[config.mk]
export PLATFORM = sky130hd
export DESIGN_NAME = three_wire_serial_register_master_top
export DESIGN_NICKNAME = d
export VERILOG_FILES = /design/src/hw/rtl/tws_pkg.sv /design/src/hw/rtl/tws_engine.sv /design/src/hw/rtl/three_wire_serial_register_master_top.sv
export SDC_FILE = /design/constraint.sdc
export NUM_CORES = 1
export LEC_CHECK = 0
export ABC_AREA = 1
export BUFFER_PORTS_ARGS = -buffer_cell sky130_fd_sc_hd__clkbuf_2
export CAP_MARGIN = 10
export CORE_MARGIN = 8
export CORE_UTILIZATION = 55
export DETAILED_ROUTE_END_ITERATION = 16
export GPL_TIMING_DRIVEN = 0
export PLACE_DENSITY = 0.77
export SYNTH_ARGS = -nofsm -noshare
export SYNTH_HDL_FRONTEND = slang
export SYNTH_SLANG_ARGS = --single-unit
[constraint.sdc]
create_clock -name clk_i -period 4.4 [get_ports clk_i]
set_input_delay 0.88 -clock clk_i [delete_from_list [all_inputs] [get_ports clk_i]]
set_output_delay 0.88 -clock clk_i [all_outputs]
set_load 0.01 [all_outputs]
[src/hw/rtl/tws_pkg.sv]
`timescale 1ns / 1ps
// Package for the three-wire serial register master.
// Holds request codes, register indexes, phase enum and the structs shared by
// tws_engine and the top level. No dependencies.
package tws_pkg;

  localparam int unsigned BitsPerByte = 8;
  localparam int unsigned BitCntW     = $clog2(BitsPerByte);
  localparam int unsigned HalfW       = 8;
  localparam int unsigned HoldW       = 10;
  localparam int unsigned TickW       = 10;
  localparam int unsigned CfgDataW    = 10;

  // request codes
  localparam logic [1:0] ReqTick  = 2'd0;
  localparam logic [1:0] ReqRead  = 2'd1;
  localparam logic [1:0] ReqWrite = 2'd2;

  // configuration register indexes
  localparam logic CfgIdxHalfPeriod = 1'b0;
  localparam logic CfgIdxEndHold    = 1'b1;

  localparam logic [HalfW-1:0] HalfPeriodRst = HalfW'(2);
  localparam logic [HoldW-1:0] EndHoldRst    = HoldW'(20);

  typedef enum logic [1:0] {
    PhIdle = 2'd0,
    PhAddr = 2'd1,
    PhData = 2'd2,
    PhHold = 2'd3
  } phase_e;

  typedef struct packed {
    logic [HalfW-1:0] half_period;
    logic [HoldW-1:0] end_hold;
  } tws_cfg_t;

  typedef struct packed {
    logic              cs_n;
    logic              sclk;
    logic              sdio_out;
    logic              sdio_drive;
    logic signed [7:0] read_value;
    logic              done;
    logic              busy;
  } tws_result_t;

endpackage

[src/hw/rtl/tws_engine.sv]
`timescale 1ns / 1ps
// Bit engine of the three-wire serial master: phase, shift and tick state.
// Advances one tick per step and presents the resulting pin levels. Uses tws_pkg.
module tws_engine (
  input  logic                clk_i,
  input  logic                rst_ni,
  input  logic                step_i,
  input  logic [1:0]          req_type_i,
  input  logic [7:0]          reg_addr_i,
  input  logic [7:0]          write_data_i,
  input  logic                sdio_in_i,
  input  tws_pkg::tws_cfg_t   cfg_i,
  output tws_pkg::tws_result_t res_o
);
  import tws_pkg::*;

  phase_e             phase_q, phase_d;
  logic [BitCntW-1:0] bit_q, bit_d;
  logic [7:0]         tx_q, tx_d;
  logic [7:0]         rx_q, rx_d;
  logic [TickW-1:0]   tick_q, tick_d;
  logic               wr_q, wr_d;
  logic               sclk_q, sclk_d;
  logic [7:0]         last_q, last_d;
  logic               done;
  logic [TickW-1:0]   half;
  logic [TickW-1:0]   tick_inc;
  logic               drive;

  // zero half period counts as one tick
  assign half     = (cfg_i.half_period == '0) ? TickW'(1) : TickW'(cfg_i.half_period);
  assign tick_inc = tick_q + TickW'(1);

  // next state for one tick
  always_comb begin
    phase_d = phase_q;
    bit_d   = bit_q;
    tx_d    = tx_q;
    rx_d    = rx_q;
    tick_d  = tick_q;
    wr_d    = wr_q;
    sclk_d  = sclk_q;
    last_d  = last_q;
    done    = 1'b0;
    unique case (phase_q)
      PhIdle: begin
        if (req_type_i == ReqRead || req_type_i == ReqWrite) begin
          phase_d = PhAddr;
          wr_d    = (req_type_i == ReqWrite);
          tx_d    = reg_addr_i;
          rx_d    = (req_type_i == ReqWrite) ? write_data_i : 8'h00;
          bit_d   = '0;
          sclk_d  = 1'b0;
          tick_d  = TickW'(1);
        end
      end
      PhHold: begin
        tick_d = tick_inc;
        if (tick_inc >= cfg_i.end_hold) begin
          phase_d = PhIdle;
          done    = 1'b1;
        end
      end
      PhAddr, PhData: begin
        if (tick_q < half) begin
          tick_d = tick_inc;
        end else begin
          tick_d = TickW'(1);
          if (!sclk_q) begin
            // rising edge: sample on a read
            sclk_d = 1'b1;
            if (phase_q == PhData && !wr_q) rx_d = {rx_q[6:0], sdio_in_i};
          end else if (bit_q != BitCntW'(BitsPerByte - 1)) begin
            // falling edge inside a byte
            tx_d   = {tx_q[6:0], 1'b0};
            bit_d  = bit_q + BitCntW'(1);
            sclk_d = 1'b0;
          end else begin
            // end of a byte
            tx_d  = {tx_q[6:0], 1'b0};
            bit_d = '0;
            if (phase_q == PhAddr) begin
              phase_d = PhData;
              tx_d    = wr_q ? rx_q : 8'h00;
              rx_d    = 8'h00;
              sclk_d  = 1'b0;
            end else begin
              if (!wr_q) last_d = rx_q;
              if (cfg_i.end_hold == '0) begin
                phase_d = PhIdle;
                done    = 1'b1;
              end else begin
                phase_d = PhHold;
                tick_d  = '0;
              end
            end
          end
        end
      end
      default: phase_d = PhIdle;
    endcase
  end

  // pin levels after this tick
  always_comb begin
    drive              = (phase_d == PhAddr) || (phase_d == PhData && wr_d);
    res_o.cs_n         = (phase_d == PhIdle);
    res_o.sclk         = sclk_d;
    res_o.sdio_out     = drive & tx_d[7];
    res_o.sdio_drive   = drive;
    res_o.read_value   = $signed(last_d);
    res_o.done         = done;
    res_o.busy         = (phase_d != PhIdle);
  end

  // advance state once per accepted tick
  always_ff @(posedge clk_i or negedge rst_ni) begin
    if (!rst_ni) begin
      phase_q <= PhIdle;
      bit_q   <= '0;
      tx_q    <= '0;
      rx_q    <= '0;
      tick_q  <= '0;
      wr_q    <= 1'b0;
      sclk_q  <= 1'b1;
      last_q  <= '0;
    end else if (step_i) begin
      phase_q <= phase_d;
      bit_q   <= bit_d;
      tx_q    <= tx_d;
      rx_q    <= rx_d;
      tick_q  <= tick_d;
      wr_q    <= wr_d;
      sclk_q  <= sclk_d;
      last_q  <= last_d;
    end
  end

`ifndef SYNTH
  a_done_deselects : assert property (@(posedge clk_i) disable iff (!rst_ni)
    step_i && res_o.done |-> res_o.cs_n)
    else $error("done reported with chip select still low");
  a_drive_selected : assert property (@(posedge clk_i) disable iff (!rst_ni)
    res_o.sdio_drive |-> !res_o.cs_n)
    else $error("data line driven while deselected");
  a_idle_clock_high : assert property (@(posedge clk_i) disable iff (!rst_ni)
    phase_q == PhIdle |-> sclk_q)
    else $error("serial clock low while idle");
  a_hold_no_drive : assert property (@(posedge clk_i) disable iff (!rst_ni)
    phase_q == PhHold |-> sclk_q && bit_q == '0)
    else $error("hold phase entered mid byte");
  a_stall_keeps : assert property (@(posedge clk_i) disable iff (!rst_ni)
    !step_i |=> $stable(phase_q) && $stable(tick_q))
    else $error("state moved without a request");
`endif

endmodule

[src/hw/rtl/three_wire_serial_register_master_top.sv]
`timescale 1ns / 1ps
// Top level of the three-wire serial register master: configuration
// registers, tws_engine and the result register. Uses tws_pkg.
//
//   channel  | handshake              | payload
//   ---------+------------------------+-----------------------------------------
//   request  | in_valid_i / in_ready_o| req_type_i reg_addr_i write_data_i sdio_in_i
//   result   | out_valid_o/out_ready_i| chip_select_n_o serial_clock_o sdio_out_o
//            |                        | sdio_drive_o read_value_o done_res_o busy_res_o
//   config   | cfg_we_i               | cfg_idx_i cfg_wdata_i
//
// One request (one tick) is taken per clock cycle; its result appears in the
// result register on the next cycle. The tick logic sits between the engine
// state registers and the result register. A request is taken while the result
// register is empty or being drained, so a full result register with
// out_ready_i low stalls the request side. Reset idles the engine with the
// serial clock high, half period 2 and hold 20.
module three_wire_serial_register_master_top (
  input  logic                clk_i,
  input  logic                rst_ni,
  input  logic                in_valid_i,
  output logic                in_ready_o,
  input  logic [1:0]          req_type_i,
  input  logic [7:0]          reg_addr_i,
  input  logic [7:0]          write_data_i,
  input  logic                sdio_in_i,
  output logic                out_valid_o,
  input  logic                out_ready_i,
  output logic                chip_select_n_o,
  output logic                serial_clock_o,
  output logic                sdio_out_o,
  output logic                sdio_drive_o,
  output logic signed [7:0]   read_value_o,
  output logic                done_res_o,
  output logic                busy_res_o,
  input  logic                cfg_we_i,
  input  logic                cfg_idx_i,
  input  logic [tws_pkg::CfgDataW-1:0] cfg_wdata_i
);
  import tws_pkg::*;

  tws_cfg_t    cfg_q;
  tws_result_t res;
  tws_result_t res_q;
  logic        out_valid_q, out_valid_d;
  logic        step;

  // configuration writes
  always_ff @(posedge clk_i or negedge rst_ni) begin
    if (!rst_ni) begin
      cfg_q.half_period <= HalfPeriodRst;
      cfg_q.end_hold    <= EndHoldRst;
    end else if (cfg_we_i) begin
      unique case (cfg_idx_i)
        CfgIdxHalfPeriod: cfg_q.half_period <= cfg_wdata_i[HalfW-1:0];
        CfgIdxEndHold:    cfg_q.end_hold    <= cfg_wdata_i[HoldW-1:0];
        default:          cfg_q <= cfg_q;
      endcase
    end
  end

  assign in_ready_o = !out_valid_q || out_ready_i;
  assign step       = in_valid_i && in_ready_o;

  tws_engine u_engine (
    .clk_i        (clk_i),
    .rst_ni       (rst_ni),
    .step_i       (step),
    .req_type_i   (req_type_i),
    .reg_addr_i   (reg_addr_i),
    .write_data_i (write_data_i),
    .sdio_in_i    (sdio_in_i),
    .cfg_i        (cfg_q),
    .res_o        (res)
  );

  // result valid: set on a request, drop when taken
  always_comb begin
    out_valid_d = out_valid_q;
    if (step) begin
      out_valid_d = 1'b1;
    end else if (out_ready_i) begin
      out_valid_d = 1'b0;
    end
  end

  always_ff @(posedge clk_i or negedge rst_ni) begin
    if (!rst_ni) begin
      out_valid_q <= 1'b0;
    end else begin
      out_valid_q <= out_valid_d;
    end
  end

  // hold the result payload
  always_ff @(posedge clk_i) begin
    if (step) begin
      res_q <= res;
    end
  end

  assign out_valid_o     = out_valid_q;
  assign chip_select_n_o = res_q.cs_n;
  assign serial_clock_o  = res_q.sclk;
  assign sdio_out_o      = res_q.sdio_out;
  assign sdio_drive_o    = res_q.sdio_drive;
  assign read_value_o    = res_q.read_value;
  assign done_res_o      = res_q.done;
  assign busy_res_o      = res_q.busy;

endmodule
==> impl_metrics.env, run 1 <==
export IMPL_syn_area_mm2=0.004318
export IMPL_total_power_mw=2.292
export IMPL_status="finished clean"
export IMPL_setup_slack_ps=1394
export IMPL_hold_violations=0
export IMPL_period_needed_ps=3006
export IMPL_switchingPower_uw=907.1
export IMPL_slew_headroom_pct=44.58
export IMPL_crit_required_ps=4520
export IMPL_avgSynthCellArea_um2=8.320
export IMPL_irDropWorstVdd_v=0.0002350
export IMPL_synth_top_area_share_pct=32.45
export IMPL_drive_above_1_share_pct=19.32
export IMPL_num_io_pins=51
export IMPL_die_x_um=104.6
export IMPL_wirelength_mm=9.357
export IMPL_crit_type="register to register"
export IMPL_yosysTopAreaCell="dfrtp_1"
export IMPL_fp_dieArea_mm2=0.01094
export IMPL_finalNetCount=643
export IMPL_vias=3677
export IMPL_holdCritPathClass="register to register"
export IMPL_synth_ff_type="dfrtp_1"
export IMPL_drv_slew=0
export IMPL_finalInstanceArea_mm2=0.004898
export IMPL_p_seq_share_pct=42.3
export IMPL_drt_initial_drc_count=189
export IMPL_num_antenna_cells=0
export IMPL_r2r_setup_slack_ps=1390
export IMPL_syn_nets=582
export IMPL_whs_ps=492.3
export IMPL_internal_power_mw=1.385
export IMPL_total_leakage_power_nw=2.504
export IMPL_antenna_found_initial=0
export IMPL_sw_frac_of_total_pct=39.57
export IMPL_crit_slowest_cell="dfrtp_1"
export IMPL_timing_critical_path_mode_cell="nand2_1"
export IMPL_fin_util_pct=63.72
export IMPL_hpwl_mm=7.106
export IMPL_die_h_um=104.6
export IMPL_globalRoute_totalOverflow=0
export IMPL_via_per_inst=5.352
export IMPL_placed_area_mm2=0.004698
export IMPL_synthTopCellsByArea="dfrtp_1, nand2_1, edfxtp_1"
export IMPL_synth_seq_cells=74
export IMPL_clk_pin_slew_worst_paths_ps=80
export IMPL_start_util_pct=56.17
export IMPL_place_gp_congestion=0.8397
export IMPL_yosysUniqueCellTypes=42
export IMPL_place_inst=671
export IMPL_worstPathArrival_ps=3120
export IMPL_drv_cap=0
export IMPL_place_ws_ps=1439
export IMPL_cts_path_max_buffers=2
export IMPL_core_mm2=0.007687
export IMPL_post_drt_wl_per_cell_um=13.62
export IMPL_post_cts_buffers=0
export IMPL_cp_end_kind="register"
export IMPL_ys_seq_area_share_pct=44.62
export IMPL_grt_max_degree=61
export IMPL_cts_resized=0
export IMPL_grt_util_all_layers_pct=17.78
export IMPL_p_per_area_mw_per_mm2=467.9
export IMPL_clock_sinks=74
export IMPL_setup_viol=0
export IMPL_drc=0
export IMPL_worstPathCellList="nand3_1 > nor2_1 > nand3_1 > nor4_1 > xor2_1 > inv_1 > ha_1 > nand2_1 > inv_1 > nand3_1 > nor2_1 > o21ai_0 > nand3_1 > nand2_1 > nand2_1 > nand2_1 > inv_1 > nand3_2 > nand2_1 > inv_1"
export IMPL_drtPass1Iterations=5
export IMPL_cts_buffers=9
export IMPL_grt_setup_unrepaired="no"
export IMPL_clkLatencyLatePin_ps=360
export IMPL_cp_max_fo=5
export IMPL_hold_buffers=0
export IMPL_synth_enable_flop_cells=14
export IMPL_cts_tree="built"
export IMPL_cts_root_buffer="clkbuf_8"
export IMPL_comb_power_share_pct=34.1
export IMPL_ant_nets=0
export IMPL_fmax_ghz=0.3327
export IMPL_area_growth_pct=13.45
export IMPL_start_kind="register"
export IMPL_grt_pass1_vias=3585
export IMPL_fin_crit_sh_pct=68.32
export IMPL_finalClockSkew_ps=12.75
export IMPL_fp_row_count=32
export IMPL_yosysWarnings=0
export IMPL_tightest_slew_ps=831.3
export IMPL_io_buffers=50
export IMPL_setup_tns_final_ps=0
export IMPL_htreeDepth=3
export IMPL_synthArstFlopShare_pct=81.08
export IMPL_cpPeakStageDelay_ps=440
export IMPL_pwr_share_clk_pct=23.7
export IMPL_fin_cells=687
export IMPL_grt_pass1_wl_mm=16.26
export IMPL_postSynthCellCount=519
registers in the layout, indices dropped and copies added (netlist names):
name	cells
read_value_o	8
u_engine.phase_q	2
u_engine.bit_q	3
u_engine.sclk_q	1
busy_res_o	1
sdio_drive_o	1
u_engine.last_q	8
chip_select_n_o	1
serial_clock_o	1
out_valid_o	1
done_res_o	1
u_engine.tick_q	10
u_engine.rx_q	8
cfg_q	18
sdio_out_o	1
u_engine.wr_q	1
u_engine.tx_q	8
final cells by class:
class	instances	area, um^2
flip-flops and latches	74	1927
repair buffers	50	252.7
well taps	102	127.6
clock inverters	7	76.32
clock buffers	9	123.9
fillers	675	2789
inverters	73	279.0
multi-input cells	360	2046
plain buffers	12	66.31
power groups by stage:
stage               logic (mW)  registers, mW  clock network [mW]
floorplan                0.556          0.964                   0
global placement         0.753          0.971                   0
detailed placement       0.771          0.980                   0
CTS                      0.777          0.967               0.552
global route             0.898          0.987               0.577
finish                   0.781          0.969               0.542
critical path, delay by kind of cell, from the launching register on:
kind | cells | cell delay [ps]
flip-flops | 1 | 440
buffers and inverters | 4 | 210
AND/OR/NAND/NOR | 13 | 1460
XOR/XNOR | 1 | 220
AO/OA/AOI/OAI | 1 | 140
adder cells (fa/ha/maj) | 1 | 290
final timing paths:
check,startpoint,end,cells after the start
max in group asynchronous,rst_ni,u_engine.tick_q[3],1
max,u_engine.tick_q[2],sdio_drive_o,20
min in group asynchronous,rst_ni,cfg_q[14],1
max reg2reg,u_engine.tick_q[2],sdio_drive_o,20
min reg2reg,cfg_q[3],cfg_q[3],2
min,cfg_q[3],cfg_q[3],2
kinds of logic after synthesis:
kind of cell | share of synthesized area [%]
simple gates | 22.72
compound gates | 15.33
xor+xnor | 1.217
buf+inv | 7.998
flops | 44.62
fa+ha+maj | 8.114
cells in the final DEF, fill, tap and decap left out, drive strengths merged:
master / n
nor4: 1
nand2: 137
dfrtp: 56
a21oi: 23
o211ai: 1
nor3: 5
edfxtp: 14
o22ai: 2
clkinvlp: 1
bufinv: 1
o21ai: 78
buf: 6
xor2: 6
ha: 28
nor2: 34
a32oi: 1
a221oi: 1
a32o: 3
o31ai: 1
o21a: 1
inv: 76
clkbuf: 65
nand3: 32
a21boi: 1
dfstp: 4
o2111ai: 1
a31oi: 1
nand4: 3
clkinv: 2
cells in the mapped netlist, types with 2 or more instances:
| cell | number |
|---|---|
| o21ai_2 | 8 |
| nand2_1 | 122 |
| xor2_1 | 6 |
| o21ai_1 | 3 |
| nand2_2 | 11 |
| nor3_2 | 2 |
| clkbuf_1 | 6 |
| dfstp_2 | 4 |
| edfxtp_1 | 14 |
| nor2_1 | 29 |
| nand2_8 | 2 |
| a32o_1 | 3 |
| o21ai_0 | 67 |
| dfrtp_1 | 56 |
| nor3_1 | 2 |
| nand4_1 | 3 |
| buf_2 | 4 |
| nand3_1 | 29 |
| o22ai_1 | 2 |
| nand2_4 | 2 |
| inv_1 | 71 |
| nand3_2 | 3 |
| a21oi_1 | 21 |
| nor2_2 | 4 |
| ha_1 | 28 |
routing by layer:
layer  global-route usage (%)  vias up  part of all wire (%)
li1                         -     1826                     -
met1                    24.64     1710                    48
met2                    26.73      124                    45
met3                    4.668       17                   6.1
met4                    5.301        0                   1.4
met5                        0        -                     0
No activity file was read; power rests on OpenSTA's default activity.
==> run 2, diff against run 1 <==
clock period = 2.9 ns   (was 4.4 ns; I/O delays follow)
==> run 2 against run 1 <==
Effect of this change:
- setup slack worse by 1300 ps
- power rose by 54%
- final cell count up 0.87%
- core utilization rose by 1.8 points
- register-to-register slack got worse by 1300 ps
- non-clock buffer count up 6
- largest cell class unchanged
- largest power group unchanged
==> impl_metrics.env, run 2 (synthesis results as in run 1) <==
export IMPL_status="finished clean"
export IMPL_fp_dieArea_mm2=0.01094
export IMPL_setup_slack_ps=140.7
export IMPL_top_register="cfg_q"
export IMPL_finalClockSkew_ps=12.20
export IMPL_total_leakage_power_nw=2.553
export IMPL_area_growth_pct=16.63
export IMPL_cpPeakStageDelay_ps=420
export IMPL_cts_path_max_buffers=2
export IMPL_num_antenna_cells=0
export IMPL_placed_area_mm2=0.004698
export IMPL_p_per_area_mw_per_mm2=700.3
export IMPL_grt_pass1_wl_mm=16.30
export IMPL_via_per_inst=5.352
export IMPL_final_common_cell="nand2_1"
export IMPL_finalNetCount=649
export IMPL_start_kind="register"
export IMPL_tightest_slew_ps=835.7
export IMPL_reg_top3="cfg_q x18, u_engine.tick_q x10"
export IMPL_final_cell_mix="nand2_1, inv_1, o21ai_0, dfrtp_1, clkbuf_2"
export IMPL_largest_register_ffs=18
export IMPL_grt_util_all_layers_pct=17.82
export IMPL_timing_critical_path_mode_cell="nand2_1"
export IMPL_drc=0
export IMPL_fp_row_count=32
export IMPL_holdCritPathClass="primary input to async pin"
export IMPL_cp_end_kind="register"
export IMPL_start_util_pct=56.17
export IMPL_die_h_um=104.6
export IMPL_core_mm2=0.007687
export IMPL_fmax_ghz=0.3624
export IMPL_irDropWorstVdd_v=0.0003556
export IMPL_drive_above_1_share_pct=22.67
export IMPL_antenna_found_initial=0
export IMPL_grt_max_degree=61
export IMPL_cts_root_buffer="clkbuf_8"
export IMPL_crit_required_ps=3020
export IMPL_place_gp_congestion=0.8397
export IMPL_crit_type="register to register"
export IMPL_clock_sinks=74
export IMPL_vias=3709
export IMPL_post_drt_wl_per_cell_um=13.91
export IMPL_drv_cap=0
export IMPL_wirelength_mm=9.642
export IMPL_num_io_pins=51
export IMPL_worstPathCellList="nand3_2 > nor2_4 > nand3_4 > nor2_1 > xor2_1 > inv_1 > ha_1 > a21oi_1 > o21ai_0 > nor2_1 > nand4_1 > nand2_1 > nand2_1 > nand2_1 > nand2_1 > nand2_2 > inv_1"
export IMPL_setup_viol=0
export IMPL_crit_slowest_cell="dfrtp_1"
export IMPL_hold_violations=0
export IMPL_htreeDepth=3
export IMPL_total_power_mw=3.527
export IMPL_cts_tree="built"
export IMPL_drt_initial_drc_count=193
export IMPL_drv_slew=0
export IMPL_io_buffers=50
export IMPL_hpwl_mm=7.106
export IMPL_finalInstanceArea_mm2=0.005036
export IMPL_period_needed_ps=2759
export IMPL_hold_buffers=0
export IMPL_cts_buffers=9
export IMPL_clk_pin_slew_worst_paths_ps=80
export IMPL_drtPass1Iterations=5
export IMPL_die_x_um=104.6
export IMPL_setup_tns_final_ps=0
export IMPL_slew_headroom_pct=44.29
export IMPL_cp_max_fo=4
export IMPL_clkLatencyLatePin_ps=360
export IMPL_worstPathArrival_ps=2880
export IMPL_grt_pass1_vias=3596
export IMPL_place_ws_ps=-61.02
export IMPL_ant_nets=0
export IMPL_fin_crit_sh_pct=95.15
export IMPL_globalRoute_totalOverflow=0
run 2: cell count changes in the layout (fill, tap and decap cells not counted), moves of 2 or more:
cell,previous run,this run
nand2_2,11,13
nand2_1,122,120
nand3_2,3,6
buf_4,0,6
ha_1,28,26
nand3_1,29,25
nor2_1,29,27
run 2: layer usage:
| layer | global-route usage (%) | share of wire [%] | vias up |
|---|---|---|---|
| met3 | 4.668 | 6.0 | 10 |
| li1 | - | - | 1838 |
| met2 | 26.82 | 45 | 121 |
| met1 | 24.68 | 48 | 1740 |
| met4 | 5.301 | 0.91 | 0 |
| met5 | 0 | 0 | - |
run 2: area by class of cell:
type | count | area, um^2
sequential | 74 | 1927
multi-input combinational | 360 | 2138
timing repair buffer | 56 | 297.8
inverter | 73 | 279.0
buffer | 12 | 66.31
clock buffer | 9 | 123.9
tap | 102 | 127.6
clock inverter | 7 | 76.32
fill | 649 | 2651
run 2: worst paths after layout:
path / startpoint / end / slack, ps / depth (start not counted)
worst max-delay path: u_engine.tick_q[1] / sdio_drive_o / 140 / 17
worst min-delay path: rst_ni / cfg_q[15] / 330 / 1
worst max register to register: u_engine.tick_q[1] / sdio_drive_o / 140 / 17
worst min register to register: cfg_q[3] / cfg_q[3] / 490 / 2
max in group asynchronous: rst_ni / u_engine.tick_q[3] / 2000 / 1
min in group clk_i: cfg_wdata_i[4] / cfg_q[4] / 430 / 3
run 2: power by group:
part	internal [mW]	switching [mW]	total, mW
Combinational	0.413	0.825	1.24
Clock	0.405	0.417	0.822
Sequential	1.31	0.157	1.47
run 2: worst max-delay path, delay by kind of cell, from the launching register on:
kind                       cells  cell delay, ps
and+or+nand+nor               11            1250
AOI/OAI and AO/OA              2             280
buffers and inverters          2             110
adders and majority gates      1             320
DFF                            1             420
xor gates and xnor gates       1             160
run 2: per-stage QoR:
step	hold slack [ps]	instances	utilization (%)
global route	416.8	693	65.51
CTS	372.2	689	64.00
global placement	470.5	671	61.08
detailed placement	473.5	671	61.12
finish	333.7	693	65.51
floorplan	284.4	519	-
run 2: timing repair:
item | CTS | global route
pin swaps | 0 | 4
setup endpoints to repair | 2 | 6
gates resized for setup | 1 | 18
setup buffers | 2 | 4
